--- config.mk ---
export PLATFORM = sky130hd
export DESIGN_NAME = record_crc16_slot_checker_core
export DESIGN_NICKNAME = d
export VERILOG_FILES = /design/src/design/rcsc_pkg.sv /design/src/design/record_crc16_slot_checker_core.sv /design/src/design/rcsc_accum.sv /design/src/design/rcsc_finish.sv
export SDC_FILE = /design/constraint.sdc
export NUM_CORES = 1
export LEC_CHECK = 0
export BUFFER_PORTS_ARGS = -buffer_cell sky130_fd_sc_hd__clkbuf_2
export CAP_MARGIN = 20
export CORE_AREA = 5 5 191 193
export CTS_CLUSTER_DIAMETER = 100
export CTS_CLUSTER_SIZE = 24
export DETAILED_ROUTE_END_ITERATION = 16
export DIE_AREA = 0 0 196 198
export PLACE_DENSITY = 0.64
export RECOVER_POWER = 100
export SLEW_MARGIN = 10
export SYNTH_ARGS = -nofsm -noshare
export SYNTH_HDL_FRONTEND = slang
export SYNTH_HIERARCHICAL = 1
export SYNTH_SLANG_ARGS = --single-unit
--- constraint.sdc ---
create_clock -name i_clk -period 7.4 [get_ports i_clk]
set_input_delay 0.37 -clock i_clk [delete_from_list [all_inputs] [get_ports i_clk]]
set_output_delay 0.37 -clock i_clk [all_outputs]
set_load 0.05 [all_outputs]
--- src/design/rcsc_pkg.sv ---
// Package for the record CRC-16 slot checker.
// Holds the shared types, status codes, the CRC byte-step function and the bit reversal.
// No dependencies.
package rcsc_pkg;

    localparam int CrcW   = 16;
    localparam int ByteW  = 8;
    localparam logic [CrcW-1:0] PolyReset = 16'h8005;

    // Classification of a finished record.
    typedef enum logic [1:0] {
        ST_NEW     = 2'd0,
        ST_USED    = 2'd1,
        ST_CORRUPT = 2'd2
    } t_status;

    // Snapshot of one record at its final byte, handed to the finish pipeline.
    typedef struct packed {
        logic [CrcW-1:0] crc;
        logic [CrcW-1:0] stored;
        logic            all_zero;
        logic            short_rec;
    } t_fin;

    // Shifts one byte into the CRC register, least significant bit first.
    // The polynomial is xored in whenever a one leaves the top bit.
    function automatic logic [CrcW-1:0] crc_shift8(
        input logic [CrcW-1:0]  crc_in,
        input logic [ByteW-1:0] data,
        input logic [CrcW-1:0]  poly
    );
        logic [CrcW-1:0] c;
        logic            top;
        c = crc_in;
        for (int i = 0; i < ByteW; i++) begin
            top = c[CrcW-1];
            c   = {c[CrcW-2:0], data[i]};
            if (top) begin
                c = c ^ poly;
            end
        end
        return c;
    endfunction

    // Mirrors a 16-bit word end for end.
    function automatic logic [CrcW-1:0] reverse16(input logic [CrcW-1:0] v);
        logic [CrcW-1:0] r;
        for (int i = 0; i < CrcW; i++) begin
            r[CrcW-1-i] = v[i];
        end
        return r;
    endfunction

endpackage

--- src/design/record_crc16_slot_checker_core.sv ---
// Top level of the record CRC-16 slot checker.
// Depends on rcsc_pkg, rcsc_accum and rcsc_finish.
//
// Takes one record byte per transfer on the slave stream, tlast on the final
// byte, and returns one result per record on the master stream. A byte is
// accepted every cycle while the output side keeps up; the eight CRC bit steps
// for a held byte are done in the cycle that accepts the byte two places
// behind it. After the final byte of a record is accepted, its result is
// built in order: the record snapshot is taken at the accepting edge, one stage
// adds the first eight zero bits, and the result register takes the last
// eight, the reversal and the classification. Status is new for an all-zero
// record, used when the CRC over all bytes but the last two equals the stored
// checksum (high byte first), and corrupted otherwise, including any non-zero
// record shorter than three bytes. The polynomial register resets to 0x8005;
// the finish stages use it too, so it should be written only while no record
// and no result is in flight.
module record_crc16_slot_checker_core
    import rcsc_pkg::*;
(
    input  logic        i_clk,
    input  logic        i_rst_n,
    // Configuration: polynomial write.
    input  logic        i_cfg_wr_en,
    input  logic [15:0] i_cfg_wr_data,
    // Slave stream: record bytes.
    input  logic        s_axis_tvalid,
    output logic        s_axis_tready,
    input  logic [7:0]  s_axis_tdata,   // [7:0] record_byte
    input  logic        s_axis_tlast,   // last_byte
    // Master stream: record results.
    output logic        m_axis_tvalid,
    input  logic        m_axis_tready,
    output logic [39:0] m_axis_tdata    // [1:0] record_status, [17:2] computed_crc,
                                        // [33:18] stored_crc, [39:34] zero
);

    logic [CrcW-1:0] r_poly;
    logic            in_fire;
    logic            fin_valid;
    logic            fin_ready;
    t_fin            fin;
    t_status         status;
    logic [CrcW-1:0] computed;
    logic [CrcW-1:0] stored;

    // Polynomial register.
    always_ff @(posedge i_clk) begin
        if (!i_rst_n) begin
            r_poly <= PolyReset;
        end else if (i_cfg_wr_en) begin
            r_poly <= i_cfg_wr_data;
        end
    end

    assign s_axis_tready = fin_ready | ~fin_valid;
    assign in_fire       = s_axis_tvalid & s_axis_tready;

    rcsc_accum u_accum (
        .i_clk       (i_clk),
        .i_rst_n     (i_rst_n),
        .i_poly      (r_poly),
        .i_in_fire   (in_fire),
        .i_byte      (s_axis_tdata),
        .i_last      (s_axis_tlast),
        .i_fin_ready (fin_ready),
        .o_fin_valid (fin_valid),
        .o_fin       (fin)
    );

    rcsc_finish u_finish (
        .i_clk       (i_clk),
        .i_rst_n     (i_rst_n),
        .i_poly      (r_poly),
        .i_fin_valid (fin_valid),
        .i_fin       (fin),
        .o_fin_ready (fin_ready),
        .i_out_ready (m_axis_tready),
        .o_out_valid (m_axis_tvalid),
        .o_status    (status),
        .o_computed  (computed),
        .o_stored    (stored)
    );

    // Pack the result fields, highest field first.
    assign m_axis_tdata = {6'b0, stored, computed, status};

endmodule

--- src/design/rcsc_accum.sv ---
// Per-byte accumulation stage of the record checker.
// Depends on rcsc_pkg for the CRC step function and the t_fin snapshot type.
module rcsc_accum
    import rcsc_pkg::*;
(
    input  logic             i_clk,
    input  logic             i_rst_n,
    input  logic [CrcW-1:0]  i_poly,
    input  logic             i_in_fire,
    input  logic [ByteW-1:0] i_byte,
    input  logic             i_last,
    input  logic             i_fin_ready,
    output logic             o_fin_valid,
    output t_fin             o_fin
);

    logic [CrcW-1:0]  r_crc;
    logic [ByteW-1:0] r_held0;
    logic [ByteW-1:0] r_held1;
    logic [1:0]       r_cnt;
    logic             r_all_zero;
    logic             r_fin_valid;
    t_fin             r_fin;

    logic [CrcW-1:0]  n_crc;
    logic [1:0]       n_cnt;
    logic             n_all_zero;

    // The oldest held byte joins the CRC once two newer bytes follow it.
    always_comb begin
        n_crc      = r_cnt[1] ? crc_shift8(r_crc, r_held0, i_poly) : r_crc;
        n_cnt      = (r_cnt == 2'd3) ? r_cnt : r_cnt + 2'd1;
        n_all_zero = r_all_zero & (i_byte == '0);
    end

    // Record state; it returns to its cleared form after the final byte.
    always_ff @(posedge i_clk) begin
        if (!i_rst_n) begin
            r_crc      <= '0;
            r_held0    <= '0;
            r_held1    <= '0;
            r_cnt      <= '0;
            r_all_zero <= 1'b1;
        end else if (i_in_fire) begin
            if (i_last) begin
                r_crc      <= '0;
                r_held0    <= '0;
                r_held1    <= '0;
                r_cnt      <= '0;
                r_all_zero <= 1'b1;
            end else begin
                r_crc      <= n_crc;
                r_held0    <= r_held1;
                r_held1    <= i_byte;
                r_cnt      <= n_cnt;
                r_all_zero <= n_all_zero;
            end
        end
    end

    // Snapshot register for a completed record.
    always_ff @(posedge i_clk) begin
        if (!i_rst_n) begin
            r_fin_valid <= 1'b0;
        end else if (i_in_fire && i_last) begin
            r_fin_valid <= 1'b1;
        end else if (i_fin_ready) begin
            r_fin_valid <= 1'b0;
        end
    end

    always_ff @(posedge i_clk) begin
        if (i_in_fire && i_last) begin
            r_fin.crc       <= n_crc;
            r_fin.stored    <= {r_held1, i_byte};
            r_fin.all_zero  <= n_all_zero;
            r_fin.short_rec <= ~r_cnt[1];
        end
    end

    assign o_fin_valid = r_fin_valid;
    assign o_fin       = r_fin;

endmodule

--- src/design/rcsc_finish.sv ---
// Finish pipeline of the record checker: zero augmentation in two halves,
// bit reversal, classification and the output register. Depends on rcsc_pkg.
module rcsc_finish
    import rcsc_pkg::*;
(
    input  logic            i_clk,
    input  logic            i_rst_n,
    input  logic [CrcW-1:0] i_poly,
    input  logic            i_fin_valid,
    input  t_fin            i_fin,
    output logic            o_fin_ready,
    input  logic            i_out_ready,
    output logic            o_out_valid,
    output t_status         o_status,
    output logic [CrcW-1:0] o_computed,
    output logic [CrcW-1:0] o_stored
);

    logic            r_mid_valid;
    t_fin            r_mid;
    logic            r_out_valid;
    t_status         r_status;
    logic [CrcW-1:0] r_computed;
    logic [CrcW-1:0] r_stored;

    logic            out_ready;
    logic            mid_ready;
    logic [CrcW-1:0] n_computed;
    t_status         n_status;

    assign out_ready   = ~r_out_valid | i_out_ready;
    assign mid_ready   = ~r_mid_valid | out_ready;
    assign o_fin_ready = mid_ready;

    // First eight zero bits of the augmentation.
    always_ff @(posedge i_clk) begin
        if (!i_rst_n) begin
            r_mid_valid <= 1'b0;
        end else if (mid_ready) begin
            r_mid_valid <= i_fin_valid;
        end
    end

    always_ff @(posedge i_clk) begin
        if (mid_ready && i_fin_valid) begin
            r_mid.crc       <= crc_shift8(i_fin.crc, '0, i_poly);
            r_mid.stored    <= i_fin.stored;
            r_mid.all_zero  <= i_fin.all_zero;
            r_mid.short_rec <= i_fin.short_rec;
        end
    end

    // Last eight zero bits, reversal and classification.
    always_comb begin
        n_computed = reverse16(crc_shift8(r_mid.crc, '0, i_poly));
        priority if (r_mid.all_zero) begin
            n_status = ST_NEW;
        end else if (r_mid.short_rec) begin
            n_status = ST_CORRUPT;
        end else if (n_computed == r_mid.stored) begin
            n_status = ST_USED;
        end else begin
            n_status = ST_CORRUPT;
        end
    end

    // Result register; it holds its transfer until the sink takes it.
    always_ff @(posedge i_clk) begin
        if (!i_rst_n) begin
            r_out_valid <= 1'b0;
        end else if (out_ready) begin
            r_out_valid <= r_mid_valid;
        end
    end

    always_ff @(posedge i_clk) begin
        if (out_ready && r_mid_valid) begin
            r_status   <= n_status;
            r_computed <= n_computed;
            r_stored   <= r_mid.stored;
        end
    end

    assign o_out_valid = r_out_valid;
    assign o_status    = r_status;
    assign o_computed  = r_computed;
    assign o_stored    = r_stored;

endmodule
* Yosys cells after proc, flatten, opt, wreduce, memory -nomap -nowiden *
Index checks and enable logic that the tools add are counted.

word-level totals
  output and inout port bits = 42
  word-level logic and storage cells = 108
  bits in registers = 156
  input bits = 30

cells by class
  add/subtract/negate cells = 1
  equal/unequal tests = 3
  multiplexer cells = 42
  reductions and logical operators = 7
  bitwise logic cells = 33

operators by type and width
  cell                   number
  $mux W16               33
  $xor A16 B16 Y16       24
  $eq A16 B16 Y1         1
  $mux W8                2
  $logic_not A8 Y1       1
  $mux W2                4
  $not A1 Y1             4
  $logic_and A1 B1 Y1    3
  $mux W1                3
  $or A1 B1 Y1           3
  $add A2 B1 Y2 const B  1
  $and A1 B1 Y1          2
  $eq A2 B2 Y1 const B   1
  $ne A2 B2 Y1 const B   1
  $reduce_and A2 Y1      1
  $reduce_bool A2 Y1     1
  $reduce_or A2 Y1       1

* Depth between registers and ports, before layout *
Gate-level depths: netlist of the first run.

  word-level depth = 25
  depth in mapped cells = 18
  depth with buffers taken out = 14

* By module *
Netlist of the first run, hierarchy kept.

by module, submodules not included
  module                          cells each  area each (µm²)  sequential area each (µm²)  times used
  rcsc_finish                     879         7402.1           2082.0                      1
  rcsc_accum                      665         5519.0           1741.7                      1
  record_crc16_slot_checker_core  60          669.4            320.3                       1

* Worst setup path before layout of the first run *
No wires, ideal clock.

  kind = register to register
  start point = reg r_poly[14]
  end point = reg u_finish.r_status[1], in the netlist u_finish/o_status[1] (data pin)
  setup slack = 2.582 ns
  path buffers = 2
  period minus slack after synthesis = 4.818 ns
  arrival = 4.559 ns
  required time = 7.141 ns
  setup time = 0.259 ns
  stages on the path, launching flop included = 17
  cells stage by stage = dfxtp_1 buf_4 o21ai_0 a22o_1 or3_1 buf_2 a2111o_1 and4b_4 nor4_4 xnor3_1 nand2_1 xor3_4 a21o_1 a221oi_2 nand3_1 or4b_1 o31a_1

on the way
  word-level cells in the longest chain between the ends = 18
  elaborated cells on any way between the ends = 19
  classes of those cells = eq/ne: 1; mux: 10; bitwise: 8

ends and longest elaborated chain
  what                      line                                  source
  start: declaration        record_crc16_slot_checker_core.sv:37  logic [CrcW-1:0] r_poly;
  start signal: assignment  record_crc16_slot_checker_core.sv:49  r_poly <= PolyReset;
  start signal: assignment  record_crc16_slot_checker_core.sv:51  r_poly <= i_cfg_wr_data;
  $xor A16 B16 Y16          rcsc_pkg.sv:39                        c = c ^ poly;
  $mux W16                  rcsc_pkg.sv:38                        if (top) begin
  $xor A16 B16 Y16          rcsc_pkg.sv:39
  $mux W16 (2 in a row)     rcsc_pkg.sv:38
  $xor A16 B16 Y16          rcsc_pkg.sv:39
  $mux W16                  rcsc_pkg.sv:38
  $xor A16 B16 Y16          rcsc_pkg.sv:39
  $mux W16                  rcsc_pkg.sv:38
  $xor A16 B16 Y16          rcsc_pkg.sv:39
  $mux W16                  rcsc_pkg.sv:38
  $xor A16 B16 Y16          rcsc_pkg.sv:39
  $mux W16                  rcsc_pkg.sv:38
  $xor A16 B16 Y16          rcsc_pkg.sv:39
  $mux W16 (*)              rcsc_pkg.sv:38
  $eq A16 B16 Y1 (*)        rcsc_finish.sv:60                     end else if (n_computed == r_mid.stored) begin
  $mux W2 (*)               rcsc_finish.sv:60
  $mux W2 (*)               rcsc_finish.sv:58                     end else if (r_mid.short_rec) begin
  end signal: assignment    rcsc_finish.sv:78                     r_status <= n_status;
  end: declaration          rcsc_finish.sv:22                     t_status r_status;

Every way passes the cells marked *; elsewhere a longest branch is shown, timed or not.
A chain may end at the register's enable or synchronous reset.

* Worst setup path after layout of the first run *
  start point = reg r_poly[13]
  end point = reg u_accum.r_fin (netlist bit u_accum/o_fin[23]) (data pin)

on the way
  word-level cells in the longest chain between the ends = 16
  elaborated cells on any way between the ends = 17
  classes of those cells = mux: 9; bitwise: 8

ends and longest elaborated chain
  what                   line              source
  $xor A16 B16 Y16       rcsc_pkg.sv:39
  $mux W16               rcsc_pkg.sv:38
  $xor A16 B16 Y16       rcsc_pkg.sv:39
  $mux W16               rcsc_pkg.sv:38
  $xor A16 B16 Y16       rcsc_pkg.sv:39
  $mux W16 (2 in a row)  rcsc_pkg.sv:38
  $xor A16 B16 Y16       rcsc_pkg.sv:39
  $mux W16 (*)           rcsc_pkg.sv:38
  $xor A16 B16 Y16       rcsc_pkg.sv:39
  $mux W16 (*)           rcsc_pkg.sv:38
  $xor A16 B16 Y16       rcsc_pkg.sv:39
  $mux W16 (*)           rcsc_pkg.sv:38
  $xor A16 B16 Y16       rcsc_pkg.sv:39
  $mux W16 (*)           rcsc_pkg.sv:38
  $mux W16 (*)           rcsc_accum.sv:31  n_crc = r_cnt[1] ? crc_shift8(r_crc, r_held0, i_poly) : r_crc;
  net u_accum.n_crc[5]   rcsc_accum.sv:25  logic [CrcW-1:0] n_crc;
  end: declaration       rcsc_accum.sv:23  t_fin r_fin;

The timed path passes the listed nets; every way through them passes the cells marked *.

==> reports/metrics.csv, run 1 <==
metric,value,unit
yosys_warnings,6,
drc,0,
die_h,198,microns
core_area,34400,sq um
grt_first_pass_wirelength,58700,microns
synth_cells,1604,
antenna_found_initial,0,
seq_area_frac_synth,30.5,%
vias,11400,
finalCriticalPeriod,6.37,ns
timing.final.crit_share,86.1,%
drv_slew,106,
violations,"max-capacitance violations, max-slew violations",
cts_buffer_depth,2,
portBuffers,65,
drt-initial-drc-count,1182,
synth_compound_area_share,16.8,%
worstSkewPairLatency,0.43,ns
overflow,0,
seq_area,4150,sq um
path_class,flip-flop to flip-flop,
nets,1614,
gp_congestion,0.902,
critPathMaxFanout,20,
setup_viol,0,
maxCapViolations,3,
first_pass_iters,7,
ctsResizeCount,0,
antenna_cells,0,
critPathLaunchType,flip-flop,
drive_gt1_share,7.02,%
area_growth,7.18,%
powerDensity,241,nW/um^2
r2r_start,r_poly[13],
fillers,3452,
setup_tns,0,ns
synth_top_family_by_area,XOR/XNOR gates,
initial_utilization,39.5,%
grt_pass1_vias,10600,
hp-class,primary input to flip-flop,
syn-cell-area,13600,sq um
hold_buffers,0,
ys_seq_elements,156,
grt_usage,18.6,%
crit_required,7.48,ns
wirelength,37100,microns
synth-simple-area-share,20.2,%
fin_skew,0.0116,ns
tightest_slew,1.92,ns
rr_endpoint,u_accum/o_fin[23],
final_cell_mix,"349 x nand2_1, 238 x xnor2_1, 102 x edfxtp_1",
status,finished with violations,
numCtsBuffers,17,
synth_edf_count,102,
vdd.ir_drop.worst,0.191,mV
via_per_inst,5.54,
hold_viol_final,0,
rsz0062_at_grt,false,
rows,68,
post-cts-setup-buffer-count,0,
fmax,157,MHz
ff2ff_setup_slack,1.03,ns
min_to,r_poly[14],
hold_depth,3,
multi_input_area,8640,sq um
cp-end-kind,flip-flop,
clkSlewWorstSetupHoldPaths,0.07,ns
p_leak,4.94,nW
synthFlopType,edfxtp_1,
yosys.cell_types.count,99,
grt_max_degree,86,
cts_sinks,156,
drtAntennaViolNets,0,
pin_count,72,
cts_tree,built,
final_common_cell,nand2_1,
muxShareOfSynthArea,2.39,%
reg2reg_depth,12,
dp_hpwl,26100,microns
die-area,38800,sq um
hold_path_startpoint,i_cfg_wr_data[14],
cts-root-buf,clkbuf_16,
wl_per_cell,18.1,microns
synth-adder-area-share,0.0921,%
dieWidth,196,microns
synthArstFlopShare,0,%
synth_xor_area_share,24.0,%
power,3.51,mW
max_slew_margin,-28.2,%
syn_area_per_cell,8.47,sq um
htreeDepth,4,
cp.arrival,6.45,ns
stage by stage:
step | instances | hold slack [ns] | setup slack (ns) | utilization (%) | cell area [sq um]
after floorplan | 1609 | 0.400 | 2.58 | - | 13600
after detailed placement | 2018 | 0.405 | 1.49 | 41.0 | 14100
after global routing | 2051 | 0.192 | 0.569 | 42.4 | 14600
after global placement | 2018 | 0.404 | 1.60 | 41.0 | 14100
final | 2051 | 0.199 | 1.03 | 42.4 | 14600
after CTS | 2050 | 0.141 | 1.48 | 42.8 | 14700
area by class of cell:
type | instances | share of cell area, %
Multi-Input combinational cell | 1273 | 59.3
Inverter | 32 | 0.825
Timing Repair Buffer | 103 | 3.34
Clock buffer | 19 | 3.04
Clock inverter | 13 | 1.08
Sequential cell | 156 | 28.5
Tap cell | 455 | 3.91
cell families (layout without fill, tap and decap cells):
kind of cell | Yosys count | in the layout
mux | 32 | 32
xor+xnor | 320 | 320
flops | 156 | 156
other cells | 1 | 6
compound gates | 320 | 320
fa+ha+maj | 1 | 1
buf+inv | 180 | 167
simple gates | 594 | 594
critical path: stages (launching register included):
cell       delay [ns]
dfxtp_1          0.88
clkbuf_1         0.48
or2_2            0.22
a21oi_1          0.09
nor4_2           0.53
a311oi_1         0.13
nor3b_1          0.39
or2_0            0.98
nand2_1          0.41
a2bb2oi_1        0.24
and3_1           0.32
nor2_1           0.88
o311ai_0         0.44
Yosys cell counts (8+ instances only):
cell / number / area (sq um)
nand3_1: 34 / 170
or2_2: 9 / 56.3
nand2_1: 349 / 1310
a21oi_1: 43 / 215
inv_1: 30 / 113
nand2b_1: 13 / 81.3
a22o_1: 15 / 131
o21a_1: 10 / 75.1
and3_1: 9 / 56.3
a31oi_1: 8 / 50.1
o211ai_1: 19 / 143
buf_1: 13 / 48.8
o22ai_1: 11 / 68.8
edfxtp_1: 102 / 3060
a32oi_1: 18 / 158
nor2b_1: 37 / 231
nor4_1: 10 / 62.6
nor2_1: 52 / 195
nor3_1: 18 / 90.1
xor3_1: 11 / 262
buf_4: 13 / 97.6
xnor3_1: 16 / 360
dfxtp_1: 54 / 1080
and2_1: 19 / 119
buf_2: 23 / 115
xor2_1: 50 / 438
o21ai_0: 82 / 410
clkbuf_1: 93 / 349
xnor2_1: 238 / 2080
o21ai_1: 12 / 60.1
mux2i_1: 28 / 280
how the worst max path moves through the flow:
stage | cells past startpoint | endpoint | from
2_1_floorplan | 16 | u_finish/o_status[1] | r_poly[14]
3_5_place_dp | 13 | u_finish/o_status[1] | r_poly[15]
4_1_cts | 13 | u_finish/o_status[1] | r_poly[15]
6_report | 12 | u_accum/o_fin[23] | r_poly[13]
5_1_grt | 19 | u_finish/r_mid[28] | r_poly[15]
3_3_place_gp | 13 | u_finish/o_status[1] | r_poly[15]
registers in the layout (all words and copies together), names as in the netlist, 2 cells and up:
register             flops
u_finish/o_stored       16
u_finish/r_mid          34
u_accum/o_fin           34
u_finish/o_status        2
r_poly                  16
u_accum/r_crc           16
u_finish/o_computed     16
u_accum/r_held0          8
u_accum/r_cnt            2
u_accum/r_held1          8
power by group:
part	internal [mW]	leakage, nW	switching (mW)
combinational	0.655	3.28	0.870
sequential	1.02	1.38	0.0510
clock	0.516	0.285	0.393
per-layer routing:
| layer | GRT usage [%] | vias up | wire length, microns |
|---|---|---|---|
| met5 | 0 | - | 0 |
| li1 | - | 5493 | - |
| met2 | 31.1 | 373 | 17800 |
| met4 | 4.55 | 0 | 652 |
| met3 | 3.18 | 47 | 2050 |
| met1 | 25.2 | 5459 | 16600 |
Power figures use the tool's default switching activity.
==> run 2, diff against run 1 <==
CORE_AREA = 5 5 219 221   (was 5 5 191 193)
DIE_AREA = 0 0 224 226   (was 0 0 196 198)
HOLD_SLACK_MARGIN = 0.05   (was not set)
PLACE_DENSITY = 0.53   (was 0.64)
clock period = 8 ns   (was 7.4 ns; I/O delays follow)
==> run 2 against run 1 <==
The flow still finishes with violations (max-capacitance violations, max-slew violations). Utilization is 10 points lower. Largest cell class unchanged. Via count is 1.2% lower. Design area is 1.7% higher. Highest routed layer unchanged. Clock power is 6.5% lower.
==> reports/metrics.csv, run 2 (synthesized netlist as in run 1, its figures left out) <==
metric,value,unit
dp.cells,2170,
antenna_cells,0,
drv_slew,106,
finalCriticalPeriod,6.70,ns
cp.arrival,6.86,ns
drive_gt1_share,7.76,%
powerDensity,220,nW/um^2
r2r_start,r_poly[15],
hold_viol_final,0,
cts_buffer_depth,2,
timing.final.crit_share,83.8,%
overflow,0,
path_class,flip-flop to flip-flop,
violations,"max-capacitance violations, max-slew violations",
htreeDepth,4,
max_slew_margin,-93.7,%
critPathLaunchType,flip-flop,
gp_congestion,0.878,
vias,11200,
core_area,46000,sq um
worstSkewPairLatency,0.45,ns
final_common_cell,nand2_1,
rows,79,
first_pass_iters,6,
setup_viol,0,
drc,0,
status,finished with violations,
fin_skew,0.0140,ns
ctsResizeCount,0,
grt_first_pass_wirelength,61500,microns
initial_utilization,29.6,%
cts_tree,built,
wirelength,39400,microns
antenna_found_initial,0,
hp-class,primary input to flip-flop,
timing.critical_path.from,r_poly[15],
dieWidth,224,microns
cts-root-buf,clkbuf_16,
maxCapViolations,4,
rsz0062_at_grt,false,
hold_path_startpoint,i_cfg_wr_data[15],
nets,1615,
post-cts-setup-buffer-count,0,
grt_max_degree,55,
grt_usage,15.2,%
fmax,149,MHz
setup_tns,0,ns
via_per_inst,5.10,
dp_hpwl,27400,microns
final_cell_mix,"349 x nand2_1, 238 x xnor2_1, 102 x edfxtp_1",
numCtsBuffers,17,
crit_required,8.16,ns
instances_no_fill,2204,
drtAntennaViolNets,0,
critPathMaxFanout,54,
cp-end-kind,flip-flop,
portBuffers,65,
tightest_slew,2.90,ns
p_leak,4.99,nW
clkSlewWorstSetupHoldPaths,0.07,ns
drt-initial-drc-count,867,
die_h,226,microns
grt_pass1_vias,10700,
vdd.ir_drop.worst,0.162,mV
cts_sinks,156,
pin_count,72,
wl_per_cell,17.9,microns
hold_buffers,0,
die-area,50600,sq um
area_growth,8.98,%
run 2: changes by cell type in the layout (fill, tap and decap cells not counted), moves of 2 or more:
cell	previous run	this run
buf_4	20	31
clkbuf_1	64	53
clkinv_1	0	2
clkinv_4	3	1
run 2: routing by layer:
layer / vias up / share of wire (%) / global-route usage (%)
li1: 5493 / - / -
met1: 5392 / 44 / 19.6
met2: 296 / 49 / 26.0
met3: 57 / 4.1 / 2.38
met4: 0 / 2.3 / 5.26
met5: - / 0 / 0
run 2: layout make-up:
class	count	area, sq um
clock inverter	15	184
timing repair buffer	104	532
inverter	32	120
sequential	156	4150
fill	4731	31200
clock buffer	17	425
multi-input combinational	1273	8640
tap	607	759
run 2: critical path, cell delays in order (launching register included):
cell	delay (ns)
dfxtp_4	0.73
clkbuf_1	1.14
nor2_1	0.27
o211a_1	0.30
a311oi_1	0.28
xor2_1	0.34
and3_1	0.42
or2_1	0.61
o32ai_1	0.24
or4_1	0.78
nand3_1	0.23
xor3_1	0.42
o311ai_0	0.64
run 2: path summary, 6_finish.rpt:
| path | end | slack, ns | depth (start not counted) |
|---|---|---|---|
| min reg2reg | u_finish/r_mid[2] | 0.42 | 0 |
| max | u_accum/o_fin[26] | 1.30 | 12 |
| min | r_poly[15] | 0.18 | 3 |
| max reg2reg | u_accum/o_fin[26] | 1.30 | 12 |
run 2: per-stage QoR:
step,utilization (%),area [sq um],hold slack (ns),setup WS (ns),total power [mW]
final,32.2,14800,0.179,1.30,3.25
after CTS,32.4,14900,0.149,1.83,3.28
after global placement,31.1,14300,0.403,1.93,2.41
after detailed placement,31.1,14300,0.405,1.85,2.42
after floorplan,-,13600,0.400,3.18,2.17
after global routing,32.2,14800,0.181,0.824,3.45
run 2: report_power, final:
part / switching [mW] / internal, mW / leakage, nW
logic: 0.814 / 0.606 / 3.32
clock network: 0.354 / 0.496 / 0.294
registers: 0.0353 / 0.945 / 1.38
total: 1.20 / 2.05 / 4.99
